`config.mk`:
```
export PLATFORM = sky130hd
export DESIGN_NAME = event_debounce_qualifier_unit
export DESIGN_NICKNAME = d
export VERILOG_FILES = /design/src/rtl/core/edq_pkg.sv /design/src/rtl/core/edq_ram.sv /design/src/rtl/core/edq_div.sv /design/src/rtl/core/event_debounce_qualifier_unit.sv
export SDC_FILE = /design/constraint.sdc
export NUM_CORES = 2
export LEC_CHECK = 0
export ABC_AREA = 0
export BUFFER_PORTS_ARGS = -buffer_cell sky130_fd_sc_hd__clkbuf_2
export CORE_MARGIN = 1.5
export CORE_UTILIZATION = 50
export DETAILED_ROUTE_END_ITERATION = 7
export PLACE_DENSITY = 0.65
export SLEW_MARGIN = 0
export SYNTH_ARGS = -nofsm -noshare
export SYNTH_HDL_FRONTEND = slang
export SYNTH_SLANG_ARGS = --single-unit
```
`constraint.sdc`:
```
create_clock -name clk -period 10.5 [get_ports clk]
set_input_delay 2.1 -clock clk [delete_from_list [all_inputs] [get_ports clk]]
set_output_delay 2.1 -clock clk [all_outputs]
set_load 0.01 [all_outputs]
```
`src/rtl/core/edq_pkg.sv`:
```
`timescale 1ns / 1ps
// ----------------------------------------------------------------------------
// edq_pkg
// Shared types and constants of the event debounce qualifier.
// ----------------------------------------------------------------------------
package edq_pkg;

	localparam int CFG_IDX_W  = 3;
	localparam int CFG_DATA_W = 16;
	localparam int NUM_W      = 23;
	localparam int DEN_W      = 16;
	localparam int QUO_W      = 9;

	localparam logic [CFG_IDX_W-1:0] REG_MODE      = 3'd0;
	localparam logic [CFG_IDX_W-1:0] REG_FAIL_CNT  = 3'd1;
	localparam logic [CFG_IDX_W-1:0] REG_PASS_CNT  = 3'd2;
	localparam logic [CFG_IDX_W-1:0] REG_FAIL_TIME = 3'd3;
	localparam logic [CFG_IDX_W-1:0] REG_PASS_TIME = 3'd4;
	localparam logic [CFG_IDX_W-1:0] REG_TICK      = 3'd5;

	localparam logic [1:0] CMD_REPORT = 2'd0;
	localparam logic [1:0] CMD_RESET  = 2'd1;

	localparam logic [1:0] MODE_COUNTER = 2'd0;
	localparam logic [1:0] MODE_TIME    = 2'd1;
	localparam logic [1:0] MODE_PASSTHR = 2'd2;

	localparam logic [1:0] QS_PASSED    = 2'd0;
	localparam logic [1:0] QS_FAILED    = 2'd1;
	localparam logic [1:0] QS_PREPASSED = 2'd2;
	localparam logic [1:0] QS_PREFAILED = 2'd3;

	localparam logic [15:0] TIME_SAT = 16'hFFFF;
	localparam logic signed [7:0] FDC_MAX = 8'sd127;
	localparam logic signed [7:0] FDC_MIN = -8'sd128;

	typedef struct packed {
		logic [1:0] command;
		logic [5:0] event_index;
		logic [1:0] monitor_status;
		logic       test_failed;
		logic       not_completed_this_cycle;
	} in_word_t;

	typedef struct packed {
		logic [1:0]        qualified_status;
		logic signed [7:0] fault_detection_counter;
		logic              temporarily_defective;
		logic              finally_defective;
		logic              frequently_detected;
		logic              test_complete;
	} out_word_t;

	typedef struct packed {
		logic [15:0] step_counter;
		logic [15:0] elapsed_time;
		logic        fail_direction;
	} entry_t;

	typedef struct packed {
		logic             start;
		logic [NUM_W-1:0] dividend;
		logic [DEN_W-1:0] divisor;
	} div_req_t;

	typedef struct packed {
		logic             busy;
		logic             done;
		logic [QUO_W-1:0] quotient;
	} div_rsp_t;

	typedef enum logic [2:0] {
		S_CLEAR,
		S_IDLE,
		S_READ,
		S_CALC,
		S_DIV,
		S_DONE
	} seq_state_t;

endpackage

```
`src/rtl/core/edq_ram.sv`:
```
`timescale 1ns / 1ps
// ----------------------------------------------------------------------------
// edq_ram
// Generic single write port RAM with one registered read port.
// ----------------------------------------------------------------------------
module edq_ram #(
	parameter int WIDTH = 8,
	parameter int DEPTH = 16,
	localparam int AW = (DEPTH > 1) ? $clog2(DEPTH) : 1
) (
	input  logic             clk,
	input  logic             we,
	input  logic [AW-1:0]    waddr,
	input  logic [WIDTH-1:0] wdata,
	input  logic             re,
	input  logic [AW-1:0]    raddr,
	output logic [WIDTH-1:0] rdata
);

	logic [WIDTH-1:0] mem [DEPTH];
	logic [WIDTH-1:0] rdata_q;

	always_ff @(posedge clk) begin
		if (we) begin
			mem[waddr] <= wdata;
		end
		if (re) begin
			rdata_q <= mem[raddr];
		end
	end

	assign rdata = rdata_q;

endmodule

```
`src/rtl/core/edq_div.sv`:
```
`timescale 1ns / 1ps
// ----------------------------------------------------------------------------
// edq_div
// Restoring divider, one quotient bit per cycle, high bits first. Only the
// low QUO_W quotient bits are formed; a set top bit flags a quotient that
// is out of the 8-bit output range.
// ----------------------------------------------------------------------------
module edq_div (
	input  logic             clk,
	input  logic             arst_n,
	input  edq_pkg::div_req_t req,
	output edq_pkg::div_rsp_t rsp
);
	import edq_pkg::*;

	localparam int DSR_W  = DEN_W + QUO_W - 1;
	localparam int STEP_W = $clog2(QUO_W);

	logic [NUM_W-1:0]  rem_q;
	logic [DSR_W-1:0]  dsr_q;
	logic [QUO_W-1:0]  quo_q;
	logic [STEP_W-1:0] step_q;
	logic              busy_q;
	logic              done_q;
	logic              ge;
	logic [NUM_W-1:0]  diff;

	assign ge   = DSR_W'(rem_q) >= dsr_q;
	assign diff = rem_q - dsr_q[NUM_W-1:0];

	always_ff @(posedge clk or negedge arst_n) begin
		if (!arst_n) begin
			busy_q <= 1'b0;
			done_q <= 1'b0;
			step_q <= '0;
		end else begin
			done_q <= 1'b0;
			if (req.start) begin
				busy_q <= 1'b1;
				step_q <= STEP_W'(QUO_W - 1);
			end else if (busy_q) begin
				if (step_q == '0) begin
					busy_q <= 1'b0;
					done_q <= 1'b1;
				end else begin
					step_q <= step_q - 1'b1;
				end
			end
		end
	end

	always_ff @(posedge clk) begin
		if (req.start) begin
			rem_q <= req.dividend;
			dsr_q <= {req.divisor, (QUO_W-1)'(0)};
			quo_q <= '0;
		end else if (busy_q) begin
			if (ge) begin
				rem_q <= diff;
			end
			quo_q <= {quo_q[QUO_W-2:0], ge};
			dsr_q <= dsr_q >> 1;
		end
	end

	assign rsp.busy     = busy_q;
	assign rsp.done     = done_q;
	assign rsp.quotient = quo_q;

endmodule

```
`src/rtl/core/event_debounce_qualifier_unit.sv`:
```
`timescale 1ns / 1ps
// ----------------------------------------------------------------------------
// event_debounce_qualifier_unit
// Per-event fault debouncer with counter, time and pass-through qualification.
//
// Input channel in_valid/in_stall/in_data carries one command word: report a
// monitor status, reset an event's debounce entry, or query it. Output channel
// out_valid/out_stall/out_data returns one result word per command.
// Configuration is a plain write port (cfg_we, cfg_index, cfg_data), to be
// written while the block is idle; the block itself does not enforce this.
// One word is worked at a time. A word that needs the fault detection counter
// division passes S_READ, S_CALC, S_DIV and S_DONE, where S_DIV waits on the
// 9-step restoring divider; the next word is taken once the result is loaded.
// Pass-through words and zero thresholds skip the divider (S_READ, S_CALC,
// S_DONE). The per-event state is one RAM, read once per word and written
// once per word whose event index is below NUM_EVENTS.
// After reset the block sweeps the event RAM to zero, one entry a cycle,
// through all NUM_EVENTS entries with in_stall high. A result waits in the
// output register while out_stall is high; the next word is accepted meanwhile
// but its result is held back until the register is free.
// ----------------------------------------------------------------------------
module event_debounce_qualifier_unit #(
	parameter int NUM_EVENTS = 64
) (
	input  logic                                clk,
	input  logic                                arst_n,
	input  logic                                in_valid,
	output logic                                in_stall,
	input  edq_pkg::in_word_t                   in_data,
	output logic                                out_valid,
	input  logic                                out_stall,
	output edq_pkg::out_word_t                  out_data,
	input  logic                                cfg_we,
	input  logic [edq_pkg::CFG_IDX_W-1:0]       cfg_index,
	input  logic [edq_pkg::CFG_DATA_W-1:0]      cfg_data
);
	import edq_pkg::*;

	localparam int AW = (NUM_EVENTS > 1) ? $clog2(NUM_EVENTS) : 1;

	logic [1:0]  mode_q;
	logic [14:0] fthr_q;
	logic [15:0] pthr_q;
	logic [15:0] ftime_q;
	logic [15:0] ptime_q;
	logic [9:0]  tick_q;

	seq_state_t  state_q, state_n;
	logic [AW-1:0] clr_q;
	in_word_t    in_q;
	logic        hit_q;
	logic [15:0] cnt_q;
	logic [15:0] tim_q;
	logic        dir_q;
	logic [1:0]  qs_q;
	logic        temp_q, fin_q, freq_q, comp_q;
	logic        neg_q, use_div_q;
	logic signed [7:0] fdc_q;
	logic        out_valid_q;
	out_word_t   out_q;

	logic        accept;
	logic        out_load;
	entry_t      rd_entry, cur, nxt;
	logic [1:0]  qs_n;
	logic        ram_we;
	logic [AW-1:0] ram_waddr;
	entry_t      ram_wdata;

	div_req_t    div_req;
	div_rsp_t    div_rsp;
	logic        use_div_n, neg_n;
	logic        temp_n, fin_n, freq_n;
	logic signed [7:0] fdc_dir_n;
	logic signed [7:0] fdc_out;

	assign in_stall = (state_q != S_IDLE);
	assign accept   = in_valid && !in_stall;
	assign out_load = (state_q == S_DONE) && (!out_valid_q || !out_stall);

	// configuration registers
	always_ff @(posedge clk or negedge arst_n) begin
		if (!arst_n) begin
			mode_q  <= MODE_PASSTHR;
			fthr_q  <= 15'd127;
			pthr_q  <= 16'hFF80;
			ftime_q <= 16'd100;
			ptime_q <= 16'd100;
			tick_q  <= 10'd10;
		end else if (cfg_we) begin
			unique case (cfg_index)
				REG_MODE:      mode_q  <= cfg_data[1:0];
				REG_FAIL_CNT:  fthr_q  <= cfg_data[14:0];
				REG_PASS_CNT:  pthr_q  <= cfg_data;
				REG_FAIL_TIME: ftime_q <= cfg_data;
				REG_PASS_TIME: ptime_q <= cfg_data;
				REG_TICK:      tick_q  <= cfg_data[9:0];
				default: ;
			endcase
		end
	end

	edq_ram #(
		.WIDTH($bits(entry_t)),
		.DEPTH(NUM_EVENTS)
	) u_ram (
		.clk   (clk),
		.we    (ram_we),
		.waddr (ram_waddr),
		.wdata (ram_wdata),
		.re    (accept),
		.raddr (AW'(in_data.event_index)),
		.rdata (rd_entry)
	);

	assign ram_we    = (state_q == S_CLEAR) || ((state_q == S_READ) && hit_q);
	assign ram_waddr = (state_q == S_CLEAR) ? clr_q : AW'(in_q.event_index);
	assign ram_wdata = (state_q == S_CLEAR) ? '0 : nxt;

	// entry update
	always_comb begin
		logic signed [16:0] cnt_x, fthr_x, pthr_x, cnt_i, cnt_d;
		logic               is_fail;
		logic [15:0]        base;
		logic [16:0]        sum;
		logic [15:0]        tim_n;
		cur     = hit_q ? rd_entry : '0;
		nxt     = cur;
		qs_n    = QS_PASSED;
		is_fail = (in_q.monitor_status == QS_FAILED) || (in_q.monitor_status == QS_PREFAILED);
		cnt_x   = {cur.step_counter[15], cur.step_counter};
		fthr_x  = {2'b00, fthr_q};
		pthr_x  = {pthr_q[15], pthr_q};
		cnt_i   = (cnt_x < fthr_x) ? cnt_x + 17'sd1 : cnt_x;
		cnt_d   = (cnt_x > pthr_x) ? cnt_x - 17'sd1 : cnt_x;
		base    = (is_fail != cur.fail_direction) ? 16'd0 : cur.elapsed_time;
		sum     = {1'b0, base} + 17'(tick_q);
		tim_n   = sum[16] ? TIME_SAT : sum[15:0];
		priority if (in_q.command == CMD_RESET) begin
			nxt = '0;
		end else if (in_q.command == CMD_REPORT) begin
			priority if (mode_q == MODE_COUNTER) begin
				if (is_fail) begin
					nxt.step_counter = cnt_i[15:0];
					qs_n = (cnt_i >= fthr_x) ? QS_FAILED : QS_PREFAILED;
				end else begin
					nxt.step_counter = cnt_d[15:0];
					qs_n = (cnt_d <= pthr_x) ? QS_PASSED : QS_PREPASSED;
				end
			end else if (mode_q == MODE_TIME) begin
				nxt.elapsed_time   = tim_n;
				nxt.fail_direction = is_fail;
				if (is_fail) begin
					qs_n = (tim_n >= ftime_q) ? QS_FAILED : QS_PREFAILED;
				end else begin
					qs_n = (tim_n >= ptime_q) ? QS_PASSED : QS_PREPASSED;
				end
			end else begin
				qs_n = is_fail ? QS_FAILED : QS_PASSED;
			end
		end else begin
			nxt = cur;
		end
	end

	// divider operands and state bits
	always_comb begin
		logic        cnt_pos, cnt_ge;
		logic [15:0] mag;
		logic [15:0] mul_in;
		mag       = cnt_q[15] ? 16'(~cnt_q + 16'd1) : cnt_q;
		cnt_pos   = !cnt_q[15] && (cnt_q != 16'd0);
		cnt_ge    = !cnt_q[15] && (cnt_q[14:0] >= fthr_q);
		mul_in    = (mode_q == MODE_COUNTER) ? mag : tim_q;
		use_div_n = 1'b0;
		neg_n     = 1'b0;
		temp_n    = 1'b0;
		fin_n     = 1'b0;
		freq_n    = 1'b0;
		fdc_dir_n = 8'sd0;
		div_req.dividend = (NUM_W'(mul_in) << 7) - NUM_W'(mul_in);
		div_req.divisor  = {1'b0, fthr_q};
		priority if (mode_q == MODE_COUNTER) begin
			use_div_n = (fthr_q != 15'd0);
			neg_n     = cnt_q[15];
			temp_n    = cnt_pos;
			freq_n    = cnt_pos;
			fin_n     = cnt_ge;
		end else if (mode_q == MODE_TIME) begin
			if (dir_q) begin
				div_req.divisor = ftime_q;
				use_div_n = (ftime_q != 16'd0);
				temp_n    = (tim_q != 16'd0);
				fin_n     = (tim_q >= ftime_q);
			end else begin
				div_req.dividend = NUM_W'(tim_q) << 7;
				div_req.divisor  = ptime_q;
				use_div_n = (ptime_q != 16'd0);
				neg_n     = 1'b1;
			end
		end else begin
			fdc_dir_n = in_q.test_failed ? FDC_MAX : FDC_MIN;
		end
		div_req.start = (state_q == S_CALC) && use_div_n;
	end

	edq_div u_div (
		.clk    (clk),
		.arst_n (arst_n),
		.req    (div_req),
		.rsp    (div_rsp)
	);

	// saturate the quotient to the 8-bit counter range
	always_comb begin
		logic big;
		big = div_rsp.quotient[8] || div_rsp.quotient[7];
		priority if (!use_div_q) begin
			fdc_out = fdc_q;
		end else if (neg_q) begin
			fdc_out = big ? FDC_MIN : 8'sd0 - signed'({1'b0, div_rsp.quotient[6:0]});
		end else begin
			fdc_out = big ? FDC_MAX : signed'({1'b0, div_rsp.quotient[6:0]});
		end
	end

	// sequencer
	always_ff @(posedge clk or negedge arst_n) begin
		if (!arst_n) begin
			state_q <= S_CLEAR;
			clr_q   <= '0;
		end else begin
			state_q <= state_n;
			if (state_q == S_CLEAR) begin
				clr_q <= clr_q + 1'b1;
			end
		end
	end

	always_comb begin
		state_n = state_q;
		unique case (state_q)
			S_CLEAR: begin
				if (clr_q == AW'(NUM_EVENTS - 1)) begin
					state_n = S_IDLE;
				end
			end
			S_IDLE: begin
				if (accept) begin
					state_n = S_READ;
				end
			end
			S_READ: state_n = S_CALC;
			S_CALC: state_n = use_div_n ? S_DIV : S_DONE;
			S_DIV: begin
				if (div_rsp.done) begin
					state_n = S_DONE;
				end
			end
			S_DONE: begin
				if (out_load) begin
					state_n = S_IDLE;
				end
			end
			default: state_n = S_IDLE;
		endcase
	end

	// item registers
	always_ff @(posedge clk) begin
		if (accept) begin
			in_q  <= in_data;
			hit_q <= int'(in_data.event_index) < NUM_EVENTS;
		end
		if (state_q == S_READ) begin
			cnt_q <= nxt.step_counter;
			tim_q <= nxt.elapsed_time;
			dir_q <= nxt.fail_direction;
			qs_q  <= qs_n;
		end
		if (state_q == S_CALC) begin
			use_div_q <= use_div_n;
			neg_q     <= neg_n;
			fdc_q     <= fdc_dir_n;
			temp_q    <= temp_n;
			fin_q     <= fin_n;
			freq_q    <= freq_n;
			comp_q    <= !(in_q.not_completed_this_cycle && !in_q.test_failed);
		end
		if (out_load) begin
			out_q.qualified_status        <= qs_q;
			out_q.fault_detection_counter <= fdc_out;
			out_q.temporarily_defective   <= temp_q;
			out_q.finally_defective       <= fin_q;
			out_q.frequently_detected     <= freq_q;
			out_q.test_complete           <= comp_q;
		end
	end

	always_ff @(posedge clk or negedge arst_n) begin
		if (!arst_n) begin
			out_valid_q <= 1'b0;
		end else if (out_load) begin
			out_valid_q <= 1'b1;
		end else if (!out_stall) begin
			out_valid_q <= 1'b0;
		end
	end

	assign out_valid = out_valid_q;
	assign out_data  = out_q;

	a_accept_read: assert property (@(posedge clk) disable iff (!arst_n)
		accept |=> state_q == S_READ)
		else $error("accepted word did not start a RAM read");

	a_div_busy: assert property (@(posedge clk) disable iff (!arst_n)
		div_rsp.busy |-> state_q == S_DIV)
		else $error("divider running outside the divide state");

	a_div_done: assert property (@(posedge clk) disable iff (!arst_n)
		div_rsp.done |-> state_q == S_DIV)
		else $error("divider finished while sequencer not waiting");

	a_out_from_done: assert property (@(posedge clk) disable iff (!arst_n)
		$rose(out_valid) |-> $past(state_q) == S_DONE)
		else $error("result word raised without a finished item");

endmodule

```
=== Word level (Yosys, flattened, before mapping) ===
Memory sizes are Yosys's and may differ from the RTL's. A register that Yosys moved wholly into a read port is not among the register bits.
Index checks and enable logic that the tools add are counted.

* Logic and storage cells: 189
* RAM bits: 2,112
* Register bits after elaboration: 222
* Bits of input ports: 36
* Memories kept: 1
* Bits in latches: 0
* Bits in read-only memories: 0
* Output and inout bits: 16

* Bitwise gates (word level): 2
* Shift operators: 0
* $add $sub $neg: 9
* Reduce and logical (&&, ||, !) cells: 39
* $lt $le $gt $ge: 9
* Eq/ne operators: 23
* Mux-type cells: 68
* $mul: 0
* Divide/modulo/power cells: 0

{| class="wikitable"
|+ Memories
! memory !! words !! width !! read ports !! clocked after memory_dff !! write ports !! line !! text
|-
| u_ram.mem || 64 || 33 || 1 || 1 || 1 || edq_ram.sv:20 || <nowiki>logic [WIDTH-1:0] mem [DEPTH];</nowiki>
|}

{| class="wikitable"
|+ Operators with widths
! cell !! number
|-
| $mux 16 || 7
|-
| $mux 33 || 3
|-
| $mux 23 || 4
|-
| $mux 39 || 2
|-
| $mux 17 || 4
|-
| $reduce_bool 16->1 || 4
|-
| $ge 16x16->1 || 3
|-
| $mux 24 || 2
|-
| $mux 8 || 4
|-
| $ge 23x24->1 || 1
|-
| $mux 1 || 24
|-
| $sub 23x16->23 || 1
|-
| $sub 23x23->23 || 1
|-
| $pmux 3 s6 || 1
|-
| $add 16x10->17 || 1
|-
| $add 16x2->17 const B || 1
|-
| $ge 17x16->1 || 1
|-
| $le 17x16->1 || 1
|-
| $sub 16x2->17 const B || 1
|-
| $add 16x1->16 const B || 1
|-
| $gt 16x16->1 || 1
|-
| $lt 16x16->1 || 1
|-
| $mux 2 || 8
|-
| $not 16->16 || 1
|-
| 30 further kinds || 72
|}

=== Depth between registers and ports, before layout ===
* Depth in word-level cells: 11
* Depth in mapped cells: 23

=== Hierarchy ===
A second synthesis with hierarchy kept.

* Cells, all modules: 5,531
* Area total of the unflattened synthesis: 98,429.4 um^2

{| class="wikitable"
|+ By module, submodules not included
! module !! cells an instance !! area each (um^2) !! instances
|-
| edq_ram || 3,598 || 81,523.2 || 1
|-
| event_debounce_qualifier_unit || 1,522 || 13,028.7 || 1
|-
| edq_div || 411 || 3,877.5 || 1
|}

=== Least setup slack after synthesis ===
Ideal clock, no wire load.

* Path type: register to register
* Start point: reg in_q[2] (netlist bit)
* End point: mem u_ram.mem[0][14] (netlist bit), data pin
* Buffers on the path: 2
* Stages on the path, launching flop included: 16
* Slack: 3.989 ns
* Arrival: 5.792 ns
* Data required time: 9.780 ns
* Library setup time: 0.720 ns
* Cells stage by stage: edfxtp_1 -> xnor2_1 -> clkbuf_1 -> and2_1 -> ha_1 -> fa_1 -> a21o_1 -> a21oi_1 -> o21bai_1 -> a21boi_0 -> o31ai_2 -> and3_1 -> clkbuf_1 -> a31o_2 -> a31oi_1 -> o31ai_1

{| class="wikitable"
|+ RTL lines
! element !! line !! text
|-
| start: declaration || event_debounce_qualifier_unit.sv:50 || <nowiki>in_word_t in_q;</nowiki>
|-
| start signal: assignment || event_debounce_qualifier_unit.sv:272 || <nowiki>in_q <= in_data;</nowiki>
|-
| end: declaration || edq_ram.sv:20 ||
|}

=== Final worst setup path ===
* Start point: reg in_q[2] (netlist bit)
* End point: reg qs_q[1], data pin

* Cells in the longest elaborated chain, start to end: 11

{| class="wikitable"
|+ Ends and longest elaborated chain
! element !! line !! text
|-
| $eq 2x1->1 or $eq 2x2->1 (tied branches) || event_debounce_qualifier_unit.sv:130 || <nowiki>is_fail = (in_q.monitor_status == QS_FAILED) || (in_q.monitor_status == QS_PREFAILED);</nowiki>
|-
| $logic_or 1x1->1 * || event_debounce_qualifier_unit.sv:130 ||
|-
| $ne 1x1->1 || event_debounce_qualifier_unit.sv:136 || <nowiki>base = (is_fail != cur.fail_direction) ? 16'd0 : cur.elapsed_time;</nowiki>
|-
| $mux 16 || event_debounce_qualifier_unit.sv:136 ||
|-
| $add 16x10->17 || event_debounce_qualifier_unit.sv:137 || <nowiki>sum = {1'b0, base} + 17'(tick_q);</nowiki>
|-
| $mux 16 || event_debounce_qualifier_unit.sv:138 || <nowiki>tim_n = sum[16] ? TIME_SAT : sum[15:0];</nowiki>
|-
| $ge 16x16->1 (on tied branches) || event_debounce_qualifier_unit.sv:156, event_debounce_qualifier_unit.sv:154 ||
|-
| $mux 2 (on tied branches) || event_debounce_qualifier_unit.sv:156, event_debounce_qualifier_unit.sv:154 ||
|-
| $mux 2 || event_debounce_qualifier_unit.sv:153 || <nowiki>if (is_fail) begin</nowiki>
|-
| $mux 2 || event_debounce_qualifier_unit.sv:150 || <nowiki>end else if (mode_q == MODE_TIME) begin</nowiki>
|-
| $mux 2 * || event_debounce_qualifier_unit.sv:142 || <nowiki>priority if (mode_q == MODE_COUNTER) begin</nowiki>
|-
| end signal: assignment || event_debounce_qualifier_unit.sv:279 || <nowiki>qs_q <= qs_n;</nowiki>
|-
| end: declaration || event_debounce_qualifier_unit.sv:55 || <nowiki>logic [1:0] qs_q;</nowiki>
|}

Mark *: on every way between the ends. The rest lies on a longest branch, timed or not.
A chain may end at the register's enable or synchronous reset.

==> flow_summary.ini <==
[synth]
synth_top_area_share = 0.689
ys.flop_type = edfxtp_1
synth_area_leaders = edfxtp_1, mux4_2, ha_1, dfrtp_1, nor2_1
netlist_area_um2 = 98100
yosysTopAreaCell = edfxtp_1
synth_nets = 5223
ys_types = 105
ys_seq_area_frac = 0.716
async_reset_ff_frac = 0.0386
netlist_instances = 5011
syn_area_per_cell_um2 = 19.6
ys_seq_elements = 2360
yosys_warnings = 0
synth_edf_count = 2252

[critical_path]
cp_slowest_stage_delay_ns = 0.64
crit_arrival_ns = 6.65
crit_path_frequent_cell = a21o_1
start_kind = register
r2r_slack_ns = 4.55
worstPathRequired_ns = 11.21
crit_chain = buf_4 > xnor2_1 > buf_4 > and2_1 > ha_1 > fa_1 > a21o_1 > a21oi_1 > o21bai_1 > a21boi_0 > o31ai_2 > nand3_1 > nand2b_1 > ha_1 > a21o_1 > a21o_1 > a21o_1 > a21o_1 > a21o_1 > a211o_1 > a31oi_1 > a311o_1
worst_path_max_delay_cell = nand3_1
reg2regPathDepth = 22
criticalPathCategory = reg2reg
crit_path_end_kind = register
r2r_start = in_q[2]
cp_max_fo = 23
r2r-end = qs_q[1]

[power]
vdd_drop_max_mv = 0.170
power.leakage_uw = 0.0361
finalPower_uw = 25900
power.density_nw_per_um2 = 235

[cts]
cts_buffers = 226
holdBufCountCts = 0
cts_resized = 0
clockBufferDepth = 3
cts_tree = done
htree_num_levels = 4
insertion_delay_ns = 0.89
clock-sinks = 2360
cts_root_buf = clkbuf_16
clkTransAtPathRegs_ns = 0.06
cts_setup_buffers = 0

[routing]
num_vias = 51039
routed_wl_mm = 257
firstDrtPassIters = 6
drt_iter0_markers = 6418
wl_per_cell_um = 32.1
post_drt_via_cell_ratio = 6.37
ant_nets = 0
drcViolationCount = 0

[floorplanning]
boundaryPins = 52
die-area_um2 = 199000
die_w_um = 446
start_util = 0.503
fp.coreArea_um2 = 195000
die_h_um = 446
rows = 162

[timing]
rsz0062_at_grt = false
max_slew_margin = 0.138
maxSlewViolCount = 0
skew_ns = 0.0718
worstMarginPinSlew_ns = 1.29
finalHoldViolations = 0
setup_viol = 0
fin_tns_setup_ns = 0
fmax_mhz = 168
fin_crit_sh = 0.566
min_period_ns = 5.95

[layout]
final_common_cell = edfxtp_1
nNetsFinal = 5402
final_cell_mix = edfxtp_1, mux4_2, clkbuf_16
drive_gt1_frac = 0.268
syn_to_final_growth_pct = 12.3

[place]
place.detailed.hpwl_mm = 147
port_buffers = 50
gp_congestion = 0.915

[min_path]
hp-class = reg2reg
min_to = out_data[1]
hold_path.startpoint = freq_q
hold_path_depth = 0

[global_routing]
grt.total_usage = 0.260
antenna_found_initial = 13
grt_pass1_wl_mm = 367
overflow = 0
grt_max_degree = 117
first_global_vias = 50420

[run_status]
status = finished, final reports clean

[flow_run]
cap_violations = 0
==> how the worst max path moves through the flow <==
stage,from,to,slack (ns)
after floorplan,in_q[2],u_ram.mem[0][14],3.99
after global placement,in_data[4],u_ram.rdata[15],4.51
after detailed placement,in_data[4],u_ram.rdata[15],4.50
after CTS,in_q[2],qs_q[1],4.63
after global routing,in_q[2],qs_q[1],4.28
final,in_q[2],qs_q[1],4.55
==> layer usage <==
layer  GRT usage  share of wire  up-vias
li1            -              -    21030
met3      0.0375          0.075      408
met1       0.369           0.41    27233
met2       0.422           0.49     2364
met4      0.0768          0.030        4
met5           0       0.000082        -
==> synthesized netlist by cell type (all sizes together), types with 5 or more instances <==
| master | instances |
|---|---|
| a2111oi | 8 |
| a211o | 8 |
| a211oi | 19 |
| a21o | 58 |
| a21oi | 126 |
| a31oi | 18 |
| and2 | 25 |
| and3 | 14 |
| buf | 70 |
| clkbuf | 178 |
| dfrtp | 66 |
| dfstp | 25 |
| dfxtp | 17 |
| edfxtp | 2252 |
| ha | 174 |
| inv | 126 |
| mux2 | 39 |
| mux2i | 58 |
| mux4 | 686 |
| nand2 | 186 |
| nand2b | 30 |
| nand3 | 60 |
| nand3b | 9 |
| nand4 | 30 |
| nor2 | 190 |
| nor2b | 18 |
| nor3 | 46 |
| nor3b | 7 |
| nor4 | 25 |
| o211ai | 8 |
| o21a | 19 |
| o21ai | 146 |
| o21bai | 17 |
| o221ai | 9 |
| o22ai | 5 |
| o31ai | 13 |
| o41ai | 5 |
| or2 | 16 |
| or3 | 27 |
| or3b | 8 |
| or4 | 9 |
| xnor2 | 59 |
| xor2 | 31 |
==> where the power goes <==
part	switching (uW)	internal, uW	total, uW
Clock	3570	4580	8140
Combinational	3670	1640	5320
Sequential	371	12100	12500
==> stage by stage <==
| stage | area (um2) | hold WS [ns] | utilization | std cells | setup slack (ns) |
|---|---|---|---|---|---|
| 6_report | 110000 | 0.420 | 0.565 | 8013 | 4.55 |
| 5_1_grt | 110000 | 0.433 | 0.565 | 8010 | 4.28 |
| 4_1_cts | 110000 | 0.421 | 0.565 | 8007 | 4.63 |
| 3_5_place_dp | 103000 | 0.406 | 0.527 | 7585 | 4.50 |
| 3_3_place_gp | 103000 | 0.408 | 0.527 | 7585 | 4.51 |
| 2_1_floorplan | 98100 | 0.400 | - | 5011 | 3.99 |
==> critical path: cells and delay by family, from the launching register on <==
family	cells	cell delay, ns
AOI/OAI and AO/OA	13	2.78
buffers and inverters	2	0.47
adders and majority gates	3	0.71
DFF	1	0.35
xor gates and xnor gates	1	0.18
and+or+nand+nor	3	1.28
==> logic make-up after synthesis <==
family,count (synthesis),synth area share
xor gates and xnor gates,90,0.00811
muxes,783,0.168
AOI/OAI and AO/OA,514,0.0346
DFF,2360,0.716
buffers and inverters,374,0.0149
and+or+nand+nor,714,0.0357
adders and majority gates,176,0.0226
==> flip-flops by register name, summed over array words and instances, names as in the netlist, 2 cells and up <==
signal,flops
tick_q,10
u_ram.rdata,33
pthr_q,16
fthr_q,15
u_ram.mem,2112
ptime_q,16
ftime_q,16
in_q,11
mode_q,2
cnt_q,16
u_div.dsr_q,24
tim_q,16
u_div.quo_q,9
u_div.step_q,4
fdc_q,2
out_data,14
u_div.rem_q,23
state_q,3
qs_q,2
clr_q,6
==> layout make-up <==
class / count / area [um2]
clock inverters: 157 / 1520
well taps: 2624 / 3280
repair buffers: 199 / 1510
fillers: 14527 / 84800
flip-flops and latches: 2360 / 70300
multi-input cells: 2277 / 27200
inverters: 126 / 473
clock buffers: 265 / 5920
diodes: 5 / 12.5
No activity file was read; power rests on OpenSTA's default activity.
